File: config.mk
export PLATFORM = sky130hd
export DESIGN_NAME = month_calendar_grid_generator
export DESIGN_NICKNAME = d
export VERILOG_FILES = /design/src/mcg_pkg.sv /design/src/mcg_ctrl.sv /design/src/mcg_dpath.sv /design/src/month_calendar_grid_generator.sv
export SDC_FILE = /design/constraint.sdc
export NUM_CORES = 1
export LEC_CHECK = 0
export BUFFER_PORTS_ARGS = -buffer_cell sky130_fd_sc_hd__buf_4
export CAP_MARGIN = 40
export CORE_MARGIN = 10
export CORE_UTILIZATION = 65
export CTS_BUF_LIST = sky130_fd_sc_hd__clkbuf_4 sky130_fd_sc_hd__clkbuf_8
export DETAILED_ROUTE_END_ITERATION = 10
export PLACE_DENSITY = 0.84
export SLEW_MARGIN = 20
export SYNTH_ARGS = -nofsm -noshare
export SYNTH_HDL_FRONTEND = slang
export SYNTH_HIERARCHICAL = 1
export SYNTH_SLANG_ARGS = --single-unit
File: constraint.sdc
create_clock -name clk -period 22.2 [get_ports clk]
set_input_delay 2.22 -clock clk [delete_from_list [all_inputs] [get_ports clk]]
set_output_delay 2.22 -clock clk [all_outputs]
set_load 0.01 [all_outputs]
File: src/mcg_pkg.sv
`timescale 1ns / 1ps
// ----------------------------------------------------------------------------
// mcg_pkg: shared types, constants and calendar helpers
// Field widths, datapath command codes and month tables for the grid generator.
// ----------------------------------------------------------------------------
package mcg_pkg;

	localparam int YearW  = 14;
	localparam int MonthW = 4;
	localparam int DayW   = 5;
	localparam int PosW   = 3;
	localparam int ProdW  = 29;

	localparam logic [YearW-1:0]  YEAR_MIN  = 14'd1;
	localparam logic [YearW-1:0]  YEAR_MAX  = 14'd9999;
	localparam logic [MonthW-1:0] MONTH_JAN = 4'd1;
	localparam logic [MonthW-1:0] MONTH_FEB = 4'd2;
	localparam logic [MonthW-1:0] MONTH_DEC = 4'd12;

	// floor(x / 100) = (x * 5243) >> 19 for x below 10000
	localparam logic [12:0] DIV100_RECIP = 13'd5243;
	localparam int          DIV100_SHIFT = 19;
	localparam int          Q100W        = 7;
	// floor(x / 7) = (x * 37450) >> 18 for x below 16384
	localparam logic [15:0] DIV7_RECIP   = 16'd37450;
	localparam int          DIV7_SHIFT   = 18;
	localparam int          Q7W          = 11;

	localparam logic [PosW-1:0] LAST_ROW = 3'd5;
	localparam logic [PosW-1:0] LAST_COL = 3'd6;

	// Datapath commands, one per controller step
	typedef enum logic [3:0] {
		OP_NONE,
		OP_LOAD,
		OP_DIV,
		OP_SUM,
		OP_DOY,
		OP_MOD,
		OP_WDAY,
		OP_START,
		OP_EMIT
	} dp_op_t;

	typedef struct packed {
		logic last;
	} dp_status_t;

	function automatic logic [DayW-1:0] days_in(input logic [MonthW-1:0] m, input logic leap);
		logic [DayW-1:0] d;
		case (m)
			4'd2:                     d = leap ? 5'd29 : 5'd28;
			4'd4, 4'd6, 4'd9, 4'd11:  d = 5'd30;
			default:                  d = 5'd31;
		endcase
		return d;
	endfunction

	// Days of a common year before the first of month m
	function automatic logic [8:0] days_before(input logic [MonthW-1:0] m);
		logic [8:0] d;
		case (m)
			4'd1:    d = 9'd0;
			4'd2:    d = 9'd31;
			4'd3:    d = 9'd59;
			4'd4:    d = 9'd90;
			4'd5:    d = 9'd120;
			4'd6:    d = 9'd151;
			4'd7:    d = 9'd181;
			4'd8:    d = 9'd212;
			4'd9:    d = 9'd243;
			4'd10:   d = 9'd273;
			4'd11:   d = 9'd304;
			4'd12:   d = 9'd334;
			default: d = 9'd0;
		endcase
		return d;
	endfunction

endpackage

File: src/mcg_ctrl.sv
`timescale 1ns / 1ps
// ----------------------------------------------------------------------------
// mcg_ctrl: request sequencer
// Steps the datapath through the weekday setup and then one cell per cycle.
// ----------------------------------------------------------------------------
module mcg_ctrl
	import mcg_pkg::*;
(
	input  logic       clk,
	input  logic       arst_n,
	input  logic       start,
	input  dp_status_t status,
	output dp_op_t     op,
	output logic       busy
);

	typedef enum logic [2:0] {
		ST_IDLE,
		ST_DIV,
		ST_SUM,
		ST_DOY,
		ST_MOD,
		ST_WDAY,
		ST_START,
		ST_RUN
	} state_t;

	state_t state_q;

	always_ff @(posedge clk or negedge arst_n) begin
		if (!arst_n) begin
			state_q <= ST_IDLE;
		end else begin
			case (state_q)
				ST_IDLE:  if (start) state_q <= ST_DIV;
				ST_DIV:   state_q <= ST_SUM;
				ST_SUM:   state_q <= ST_DOY;
				ST_DOY:   state_q <= ST_MOD;
				ST_MOD:   state_q <= ST_WDAY;
				ST_WDAY:  state_q <= ST_START;
				ST_START: state_q <= ST_RUN;
				ST_RUN:   if (status.last) state_q <= ST_IDLE;
				default:  state_q <= ST_IDLE;
			endcase
		end
	end

	always_comb begin
		case (state_q)
			ST_IDLE:  op = start ? OP_LOAD : OP_NONE;
			ST_DIV:   op = OP_DIV;
			ST_SUM:   op = OP_SUM;
			ST_DOY:   op = OP_DOY;
			ST_MOD:   op = OP_MOD;
			ST_WDAY:  op = OP_WDAY;
			ST_START: op = OP_START;
			ST_RUN:   op = OP_EMIT;
			default:  op = OP_NONE;
		endcase
	end

	assign busy = (state_q != ST_IDLE);

endmodule

File: src/mcg_dpath.sv
`timescale 1ns / 1ps
// ----------------------------------------------------------------------------
// mcg_dpath: calendar datapath
// Weekday arithmetic with one shared multiplier, date counter and cell flags.
// ----------------------------------------------------------------------------
module mcg_dpath
	import mcg_pkg::*;
(
	input  logic              clk,
	input  logic              arst_n,
	input  dp_op_t            op,
	output dp_status_t        status,
	input  logic [YearW-1:0]  sel_year,
	input  logic [MonthW-1:0] sel_month,
	input  logic [DayW-1:0]   sel_day,
	input  logic [YearW-1:0]  today_year,
	input  logic [MonthW-1:0] today_month,
	input  logic [DayW-1:0]   today_day,
	output logic              cell_valid,
	output logic [YearW-1:0]  cell_year,
	output logic [MonthW-1:0] cell_month,
	output logic [DayW-1:0]   cell_day,
	output logic [PosW-1:0]   cell_row,
	output logic [PosW-1:0]   cell_column,
	output logic              is_today,
	output logic              in_sel_month,
	output logic              is_selected,
	output logic              last_cell
);

	logic [YearW-1:0]  sy_q;
	logic [MonthW-1:0] sm_q;
	logic [DayW-1:0]   sd_q;
	logic [ProdW-1:0]  prod_q;
	logic              leap_q;
	logic [YearW-1:0]  base_q;
	logic [YearW-1:0]  sum_q;
	logic [PosW-1:0]   w_q;
	logic [YearW-1:0]  year_q;
	logic [MonthW-1:0] month_q;
	logic [DayW-1:0]   day_q;
	logic [PosW-1:0]   row_q;
	logic [PosW-1:0]   col_q;
	logic              valid_q;
	logic [YearW-1:0]  out_year_q;
	logic [MonthW-1:0] out_month_q;
	logic [DayW-1:0]   out_day_q;
	logic [PosW-1:0]   out_row_q;
	logic [PosW-1:0]   out_col_q;
	logic              out_today_q;
	logic              out_insel_q;
	logic              out_sel_q;
	logic              out_last_q;

	logic [YearW-1:0]  y1;
	logic [Q100W-1:0]  q100;
	logic [YearW-1:0]  hund;
	logic [YearW-1:0]  r100;
	logic              leap;
	logic [Q7W-1:0]    q7;
	logic [YearW-1:0]  seven;
	logic [YearW-1:0]  r7;
	logic [MonthW-1:0] prev_month;
	logic [YearW-1:0]  prev_year;
	logic [DayW-1:0]   dim;
	logic              at_last;
	logic              insel;

	assign y1    = sy_q - YEAR_MIN;
	assign q100  = prod_q[DIV100_SHIFT +: Q100W];
	assign hund  = {{(YearW-Q100W){1'b0}}, q100} * 14'd100;
	assign r100  = y1 - hund;
	// sy divisible by 100 exactly when (sy-1) mod 100 is 99
	assign leap  = (sy_q[1:0] == 2'b00) && ((r100 != 14'd99) || (q100[1:0] == 2'b11));
	assign q7    = prod_q[DIV7_SHIFT +: Q7W];
	assign seven = {q7, 3'b000} - {3'b000, q7};
	assign r7    = sum_q - seven;

	assign prev_month = (sm_q == MONTH_JAN) ? MONTH_DEC : (sm_q - 4'd1);
	assign prev_year  = (sm_q == MONTH_JAN) ? (sy_q - 14'd1) : sy_q;
	assign dim        = days_in(month_q, leap_q);
	assign at_last    = (row_q == LAST_ROW) && (col_q == LAST_COL);
	assign insel      = (month_q == sm_q);

	assign status.last = at_last;

	// Weekday setup and date counter
	always_ff @(posedge clk) begin
		case (op)
			OP_LOAD: begin
				if (sel_year == 14'd0)
					sy_q <= YEAR_MIN;
				else if (sel_year > YEAR_MAX)
					sy_q <= YEAR_MAX;
				else
					sy_q <= sel_year;
				if (sel_month == 4'd0)
					sm_q <= MONTH_JAN;
				else if (sel_month > MONTH_DEC)
					sm_q <= MONTH_DEC;
				else
					sm_q <= sel_month;
				sd_q <= sel_day;
			end
			OP_DIV: begin
				prod_q <= {{(ProdW-YearW){1'b0}}, y1} * {{(ProdW-13){1'b0}}, DIV100_RECIP};
			end
			OP_SUM: begin
				leap_q <= leap;
				base_q <= y1 + {2'b00, y1[YearW-1:2]} - {{(YearW-Q100W){1'b0}}, q100}
					+ {{(YearW-Q100W+2){1'b0}}, q100[Q100W-1:2]};
			end
			OP_DOY: begin
				sum_q <= base_q + {5'd0, days_before(sm_q)} + 14'd1
					+ {13'd0, (leap_q && (sm_q > MONTH_FEB))};
			end
			OP_MOD: begin
				prod_q <= {{(ProdW-YearW){1'b0}}, sum_q} * {{(ProdW-16){1'b0}}, DIV7_RECIP};
			end
			OP_WDAY: begin
				// Sunday counts as seven: a whole week of the prior month leads
				w_q <= (r7[2:0] == 3'd0) ? 3'd7 : r7[2:0];
			end
			OP_START: begin
				year_q  <= prev_year;
				month_q <= prev_month;
				day_q   <= days_in(prev_month, leap_q) - {2'b00, w_q} + 5'd1;
				row_q   <= '0;
				col_q   <= '0;
			end
			OP_EMIT: begin
				out_year_q  <= year_q;
				out_month_q <= month_q;
				out_day_q   <= day_q;
				out_row_q   <= row_q;
				out_col_q   <= col_q;
				out_today_q <= (year_q == today_year) && (month_q == today_month)
					&& (day_q == today_day);
				out_insel_q <= insel;
				out_sel_q   <= insel && (year_q == sy_q) && (day_q == sd_q);
				out_last_q  <= at_last;
				if (col_q == LAST_COL) begin
					col_q <= '0;
					row_q <= row_q + 3'd1;
				end else begin
					col_q <= col_q + 3'd1;
				end
				if (day_q == dim) begin
					day_q <= 5'd1;
					if (month_q == MONTH_DEC) begin
						month_q <= MONTH_JAN;
						year_q  <= year_q + 14'd1;
					end else begin
						month_q <= month_q + 4'd1;
					end
				end else begin
					day_q <= day_q + 5'd1;
				end
			end
			default: begin
			end
		endcase
	end

	always_ff @(posedge clk or negedge arst_n) begin
		if (!arst_n) begin
			valid_q <= 1'b0;
		end else begin
			valid_q <= (op == OP_EMIT);
		end
	end

	assign cell_valid   = valid_q;
	assign cell_year    = out_year_q;
	assign cell_month   = out_month_q;
	assign cell_day     = out_day_q;
	assign cell_row     = out_row_q;
	assign cell_column  = out_col_q;
	assign is_today     = out_today_q;
	assign in_sel_month = out_insel_q;
	assign is_selected  = out_sel_q;
	assign last_cell    = out_last_q;

endmodule

File: src/month_calendar_grid_generator.sv
`timescale 1ns / 1ps
// ----------------------------------------------------------------------------
// month_calendar_grid_generator: Gregorian 6x7 month grid
// Turns a selected date into the 42 cells of its month view, Sunday first.
// ----------------------------------------------------------------------------
// Pulse start while busy is low with a selected date on sel_year, sel_month
// and sel_day. The block answers with 42 cell words in row-major order, one
// per clock, each shown for exactly one cycle with cell_valid high; there is
// no way to hold them off, so the receiver must take every word as it comes.
// The first cell word follows the setup steps and the last one carries
// last_cell. A request holds busy high through all of its steps, so a new
// request is taken only once the last one is through: six setup steps that
// find the weekday of the first of the month (two of them through the shared
// reciprocal multiplier), then 42 steps of the date counter.
// Out of range years and months are clamped (year to 1..9999, month to
// 1..12); sel_day is compared as given. The today registers are written on
// the cfg port at any time (cfg_ready is always high), index 0 year, 1 month,
// 2 day; other indexes are ignored. Write them only while busy is low.
// ----------------------------------------------------------------------------
module month_calendar_grid_generator
	import mcg_pkg::*;
(
	input  logic              clk,
	input  logic              arst_n,
	input  logic              start,
	output logic              busy,
	input  logic [YearW-1:0]  sel_year,
	input  logic [MonthW-1:0] sel_month,
	input  logic [DayW-1:0]   sel_day,
	input  logic              cfg_valid,
	output logic              cfg_ready,
	input  logic [1:0]        cfg_index,
	input  logic [YearW-1:0]  cfg_data,
	output logic              cell_valid,
	output logic [YearW-1:0]  cell_year,
	output logic [MonthW-1:0] cell_month,
	output logic [DayW-1:0]   cell_day,
	output logic [PosW-1:0]   cell_row,
	output logic [PosW-1:0]   cell_column,
	output logic              is_today,
	output logic              in_sel_month,
	output logic              is_selected,
	output logic              last_cell
);

	// Register map of the cfg port
	localparam logic [1:0] CFG_TODAY_YEAR  = 2'd0;
	localparam logic [1:0] CFG_TODAY_MONTH = 2'd1;
	localparam logic [1:0] CFG_TODAY_DAY   = 2'd2;

	logic [YearW-1:0]  today_year_q;
	logic [MonthW-1:0] today_month_q;
	logic [DayW-1:0]   today_day_q;

	dp_op_t     op;
	dp_status_t status;
	logic       busy_w;

	assign cfg_ready = 1'b1;

	// Today registers: take a word on every cfg handshake
	always_ff @(posedge clk or negedge arst_n) begin
		if (!arst_n) begin
			today_year_q  <= 14'd2000;
			today_month_q <= 4'd1;
			today_day_q   <= 5'd1;
		end else if (cfg_valid && cfg_ready) begin
			case (cfg_index)
				CFG_TODAY_YEAR:  today_year_q  <= cfg_data;
				CFG_TODAY_MONTH: today_month_q <= cfg_data[MonthW-1:0];
				CFG_TODAY_DAY:   today_day_q   <= cfg_data[DayW-1:0];
				default: begin
				end
			endcase
		end
	end

	// Sequencer: setup steps, then one cell per cycle
	mcg_ctrl u_ctrl (
		.clk    (clk),
		.arst_n (arst_n),
		.start  (start),
		.status (status),
		.op     (op),
		.busy   (busy_w)
	);

	// Weekday arithmetic, date counter and flag compare
	mcg_dpath u_dpath (
		.clk          (clk),
		.arst_n       (arst_n),
		.op           (op),
		.status       (status),
		.sel_year     (sel_year),
		.sel_month    (sel_month),
		.sel_day      (sel_day),
		.today_year   (today_year_q),
		.today_month  (today_month_q),
		.today_day    (today_day_q),
		.cell_valid   (cell_valid),
		.cell_year    (cell_year),
		.cell_month   (cell_month),
		.cell_day     (cell_day),
		.cell_row     (cell_row),
		.cell_column  (cell_column),
		.is_today     (is_today),
		.in_sel_month (in_sel_month),
		.is_selected  (is_selected),
		.last_cell    (last_cell)
	);

	assign busy = busy_w;

endmodule

# ---- Word-level counts from Yosys, hierarchy flattened
# Memory sizes are Yosys's and may differ from the RTL's.
# Index checks and enable logic that the tools add are counted.
dict set report totals {
  ff_bits 170
  latchBits 0
  ramBits 0
  rom_bits 144
  in_bits 43
  wordCells 154
  mem_count 1
}
dict set report op_classes {
  n_addsub 18
  n_mul 3
  div_mod_pow 0
  n_lt_le_gt_ge 3
  eq_ne 45
  shifts 0
  mux 27
  n_bitwise 0
  reduce_logical 28
}
# name depth word_bits rd rd_ports_with_merged_regs write_ports line_no
set mem_list {}
lappend mem_list {{(name not given)} 16 9 1 0 0 mcg_pkg.sv:62} ;# case (m)
# operator n
set op_table {}
lappend op_table {{$mux W14} 4}
lappend op_table {{$pmux W26 S2} 1}
lappend op_table {{$eq A4 B3 Y1 const B} 8}
lappend op_table {{$pmux W4 S8} 1}
lappend op_table {{$pmux W5 S2} 3}
lappend op_table {{$add A14 B1 Y14 const B} 2}
lappend op_table {{$eq A14 B14 Y1} 2}
lappend op_table {{$pmux W14 S2} 1}
lappend op_table {{$mul A14 B13 Y26 const B} 1}
lappend op_table {{$mul A14 B15 Y25 const B} 1}
lappend op_table {{$eq A4 B4 Y1 const B} 6}
lappend op_table {{$pmux W3 S8} 1}
lappend op_table {{$eq A3 B3 Y1 const B} 6}
lappend op_table {{$eq A4 B2 Y1 const B} 4}
lappend op_table {{$mux W4} 4}
lappend op_table {{$eq A5 B5 Y1} 3}
lappend op_table {{$add A14 B1 Y14} 1}
lappend op_table {{$add A14 B12 Y14} 1}
lappend op_table {{$add A14 B5 Y14} 1}
lappend op_table {{$add A14 B9 Y14} 1}
lappend op_table {{$gt A14 B14 Y1 const B} 1}
lappend op_table {{$logic_not A14 Y1} 1}
lappend op_table {{$ne A14 B7 Y1 const B} 1}
lappend op_table {{$sub A14 B1 Y14 const B} 1}
lappend op_table {{37 further kinds} 68}

# ---- Logic depth before layout (Yosys ltp)
dict set report logic_depth {
  word_depth 9
  ltp_mapped 27
  ltp_nobuf 27
}

# ---- Cells and area by module
# The synthesis kept the hierarchy.
# module instances cells_each area_per_inst_um2
set modules_own_cells {}
lappend modules_own_cells {mcg_dpath 1 1419 14415.1}
lappend modules_own_cells {month_calendar_grid_generator 1 52 900.9}
lappend modules_own_cells {mcg_ctrl 1 22 207.7}

# ---- Worst setup path after synthesis
# No wires, ideal clock.
dict set report synth_timing {
  path_type {register to register}
  startpoint {reg u_dpath.sy_q[0]}
  endpoint {reg u_dpath.prod_q[25], data pin}
  setup_time_ns 0.270
  t_arrival_ns 6.687
  path_slack_ns 15.244
  path_stages_with_launch 28
  synth_period_minus_slack_ns 6.956
  path_cell_list {edfxtp_1 -> inv_1 -> ha_1 -> nor3b_4 -> nand2_2 -> or3_4 -> nor3_4 -> nand2_1 -> xnor2_1 -> inv_1 -> ha_1 -> inv_1 -> fa_1 -> inv_1 -> fa_1 -> fa_1 -> inv_1 -> fa_1 -> inv_1 -> ha_1 -> and4_1 -> and3_1 -> a22oi_1 -> a31oi_1 -> a41o_1 -> and3b_1 -> nor4_1 -> a21oi_1}
}
dict set report synth_via {
  elab_chain_len 3
}
# item line_no
set synth_rtl {}
lappend synth_rtl {{start, declared} mcg_dpath.sv:31} ;# logic [YearW-1:0] sy_q;
lappend synth_rtl {{start signal, assigned} mcg_dpath.sv:96} ;# sy_q <= sel_year;
lappend synth_rtl {{$sub A14 B1 Y14} mcg_dpath.sv:69} ;# assign y1 = sy_q - YEAR_MIN;
lappend synth_rtl {{$mul A14 B13 Y26} mcg_dpath.sv:106} ;# prod_q <= {{(ProdW-YearW){1'b0}}, y1} * {{(ProdW-13){1'b0}}, DIV100_RECIP};
lappend synth_rtl {{$pmux W26 S2} mcg_dpath.sv:89} ;# case (op)
lappend synth_rtl {{end signal, assigned} mcg_dpath.sv:106}
lappend synth_rtl {{end signal, assigned} mcg_dpath.sv:118} ;# prod_q <= {{(ProdW-YearW){1'b0}}, sum_q} * {{(ProdW-16){1'b0}}, DIV7_RECIP};
lappend synth_rtl {{end, declared} mcg_dpath.sv:34} ;# logic [ProdW-1:0] prod_q;
# No other way between the ends.
# A chain may end at the register's enable or synchronous reset.

# ---- Final worst setup path
# Same ends and word-level chain as after synthesis.

==> results summary <==
After detailed routing, the average wire length per cell comes to 17.7 um. The total count of max-transition violations in the final report came out at 0. The signed area change from the synthesized netlist to the final layout came out at 8.70%. The overflow left after global routing is 0. The worst-case IR drop observed on VDD is 0.0000596 V. The flow ran to the end, and the final reports show no timing, DRC or antenna violations. The via count normalized by instance count came out at 5.66. In the final layout, the multi-input gates occupy 9840 um^2. The total wirelength of the detailed-routed design is 33.6 mm. For this block, the initial DRC count from the detailed router was 793. In this run the critical register-to-register path is launched from u_dpath/sy_q[0].

The number of setup violations in the final report is 0. The worst slew margin relative to its limit came out at 0.445. The die width came out at 175 um. The flop and latch count out of synthesis is 152. TritonCTS built the clock tree. The share of layout cells above drive strength 1 came out at 0.114.

The worst slack on hold paths came out at approximately 0.5 ns. Counting along the longest clock path gives a buffer depth of 2. The count of input and output buffers is 77. The final-layout fill cell count is between 1.5k and 2k. Across all layers, the routed design uses 10.7k vias. Summed over all failing endpoints, the final setup total negative slack is 0 ns. The number of maximum-capacitance constraint violations came out at 0. The count of endpoints failing hold in the final timing report came out at 0. The number of antenna-violating nets in the routed design came out at 0. The endpoint kind of the worst setup timing path is a register. The clock edge transition at the registers on the reported setup and hold paths is roughly 0.11 ns. Setup repair after global routing left no endpoint under its margin. The critical path startpoint category is a register.

Among all flip-flop cells after synthesis, the most frequent one is sky130_fd_sc_hd__edfxtp_1. The number of nets produced by synthesis is 1923. At the worst endpoint, the arrival time is between 7 and 8 ns.

The post-synthesis sequential area ratio came out at 0.286. The area of the mapped netlist is ~16000 um^2. For this run, design rule violations remaining after detail routing come to 0. The row count came out at 56. For this run, the total global-route usage over all layers was measured as 0.224. The wire length of the first global-routing pass is approximately 56 mm. The count of instances resized after the clock tree is built is 0.

79 I/O pins were placed. In this design, the critical path's most frequently occurring cell is sky130_fd_sc_hd__inv_1. The number of detailed-route iterations in the first pass is 6.

The initial antenna violation count was 1. The netlist uses 78 different library cells. The launching instance or port of the critical path is u_dpath/sy_q[0]. The share of the cycle needed by the critical path after routing came out at 0.338. Of the post-synthesis cell area, the dominant cell type holds 0.242. The clock sink count came out at 152. The largest stage delay on the critical path is 0.56 ns.

The total of warnings raised by yosys is 6. The clock tree skew after final layout came out at between 0.02 and 0.03 ns. The worst hold path begins at u_dpath/col_q[2]. The starting utilization of the core area is 0.661.

At the worst endpoint, the required time is 22.42 ns. The final HPWL from detailed placement is 27.0 mm. The share of flip-flops with an asynchronous set or reset came out at 0.178.

The synthesized design spends more area on one cell type than any other, namely sky130_fd_sc_hd__edfxtp_1. From bottom edge to top edge, the die measures 175 um. For the pin with the worst max-slew slack, the measured transition is approximately 0.83 ns.

The final critical path time including I/O delays and setup came out at 7.50 ns. The clock latency on the worst-skew pair came out at 0.47 ns. The die footprint is around 30000 um^2.

The library cell used as clock root buffer is sky130_fd_sc_hd__clkbuf_8. The maximum number of pins on one net before global-route repair came out at 35. The H-tree depth is 4. The slowest library cell on the worst path is sky130_fd_sc_hd__edfxtp_1. In the final layout, flip-flops and latches occupy 4440 um^2. The final layout contains ~2.0k nets. The maximum fanout encountered on the critical timing path is 7. The final antenna diode count is 0. The number of enable-type register cells in the synthesized netlist came out at 125. Sorting the synthesized cells by how often they occur yields sky130_fd_sc_hd__inv_1, sky130_fd_sc_hd__ha_1, sky130_fd_sc_hd__edfxtp_1. The via count of the first global-routing pass is 11.2k.

The worst setup path is of the reg2reg kind. The cts-stage hold buffer count is 0. The cell with the most instances after synthesis is sky130_fd_sc_hd__inv_1. The number of setup buffers added after CTS is 0. Ranked by total cell area, the synthesized netlist is headed by sky130_fd_sc_hd__edfxtp_1, sky130_fd_sc_hd__ha_1, sky130_fd_sc_hd__fa_1. The synthesized netlist cell count is 1493.

The power density over the cells came out at 64.6 nW/um^2. The final estimated routing congestion in global placement came out at between 0.9 and 1. The clock buffer count from CTS is 17. The total area inside the core boundary comes to 23500 um^2. The top achievable clock speed is ~0.13 GHz. The worst min-delay path class is reg2reg. The mean instance size in the synthesized netlist is 10.4 um^2.

The static leakage is 8.11 nW.
==> critical path: cells and delay by family (launching register included) <==
kind                       cells  cell delay [ns]
adders and majority gates      7             2.88
DFF                            1             0.56
AOI/OAI and AO/OA              4             0.94
xor gates and xnor gates       1             0.28
and+or+nand+nor                9             1.73
buffers and inverters          7             0.88
==> worst paths after layout <==
path | end | slack [ns] | depth (start not counted)
max | u_dpath/prod_q[25] | 14.70 | 28
min | u_dpath/cell_column[2] | 0.49 | 0
max reg2reg | u_dpath/prod_q[25] | 14.70 | 28
min reg2reg | u_dpath/cell_column[2] | 0.49 | 0
max in group asynchronous | today_year_q[8] | 20.21 | 1
min in group asynchronous | u_ctrl/state_q[0] | 1.65 | 1
==> state kept, by name (all words and copies together), names as in the netlist, 3 cells and up <==
register and flops:
u_dpath/row_q 3, u_dpath/cell_column 3, u_dpath/sy_q 14, u_dpath/cell_day 5
u_dpath/sm_q 4, u_dpath/w_q 3, today_month_q 4, u_dpath/sd_q 5
u_dpath/cell_year 14, u_dpath/col_q 3, u_dpath/day_q 5, u_dpath/base_q 14
u_ctrl/state_q 3, today_year_q 14, u_dpath/prod_q 8, u_dpath/month_q 4
today_day_q 5, u_dpath/sum_q 14, u_dpath/cell_month 4, u_dpath/cell_row 3
u_dpath/year_q 14
==> metrics by stage <==
stage                     setup slack [ns]   util  cell area [um^2]  std cells  power [mW]
after floorplan                      15.24      -             15500       1493       0.725
after global placement               14.55  0.698             16400       1853       0.849
after detailed placement             14.77  0.701             16400       1861       0.876
after CTS                            14.74  0.718             16900       1893        1.09
after global routing                 14.27  0.719             16900       1896        1.16
final                                14.70  0.719             16900       1896        1.09
==> per-layer routing <==
layer | up-vias | wire (um) | track usage
met5 | - | 0 | 0
met4 | 0 | 1110 | 0.0830
met3 | 81 | 1920 | 0.0306
met2 | 330 | 17200 | 0.397
li1 | 5126 | - | -
met1 | 5194 | 13400 | 0.271
==> where the power goes <==
group          leakage, nW  switching [mW]  total, mW  internal, mW
clock                0.202           0.127      0.213        0.0858
combinational         6.42           0.240      0.418         0.178
sequential            1.49          0.0523      0.460         0.407
total                 8.11           0.419       1.09         0.671
==> cell usage in the layout, fill, tap and decap left out, drive strengths merged, types with 4 or more instances in the layout <==
| cell type | n |
|---|---|
| a211oi | 4 |
| a21boi | 5 |
| a21o | 11 |
| a21oi | 48 |
| a31oi | 7 |
| and2 | 7 |
| and3 | 11 |
| buf | 91 |
| clkbuf | 19 |
| clkinv | 6 |
| dfrtp | 19 |
| dfstp | 8 |
| edfxtp | 125 |
| fa | 103 |
| ha | 284 |
| inv | 296 |
| mux2 | 25 |
| mux2i | 5 |
| nand2 | 64 |
| nand2b | 18 |
| nand3 | 23 |
| nand4 | 12 |
| nor2 | 58 |
| nor2b | 12 |
| nor3 | 20 |
| nor4 | 14 |
| o211ai | 4 |
| o21a | 4 |
| o21ai | 57 |
| o21bai | 6 |
| o22ai | 4 |
| or3 | 7 |
| xnor2 | 81 |
| xor2 | 78 |
==> logic make-up after synthesis <==
group | Yosys count | synth area share
xor+xnor | 159 | 0.0902
flops | 152 | 0.286
mux | 31 | 0.0228
compound gates | 171 | 0.0675
fa+ha+maj | 388 | 0.362
buf+inv | 329 | 0.0821
other cells | 1 | 0.000242
simple gates | 262 | 0.0888
==> cell type report <==
type | count | area share
clock buffers | 17 | 0.0139
repair buffers | 93 | 0.0418
well taps | 319 | 0.0237
flip-flops and latches | 152 | 0.263
inverters | 288 | 0.0641
clock inverters | 15 | 0.0104
multi-input cells | 1012 | 0.583
(Power assumes the default switching activity.)
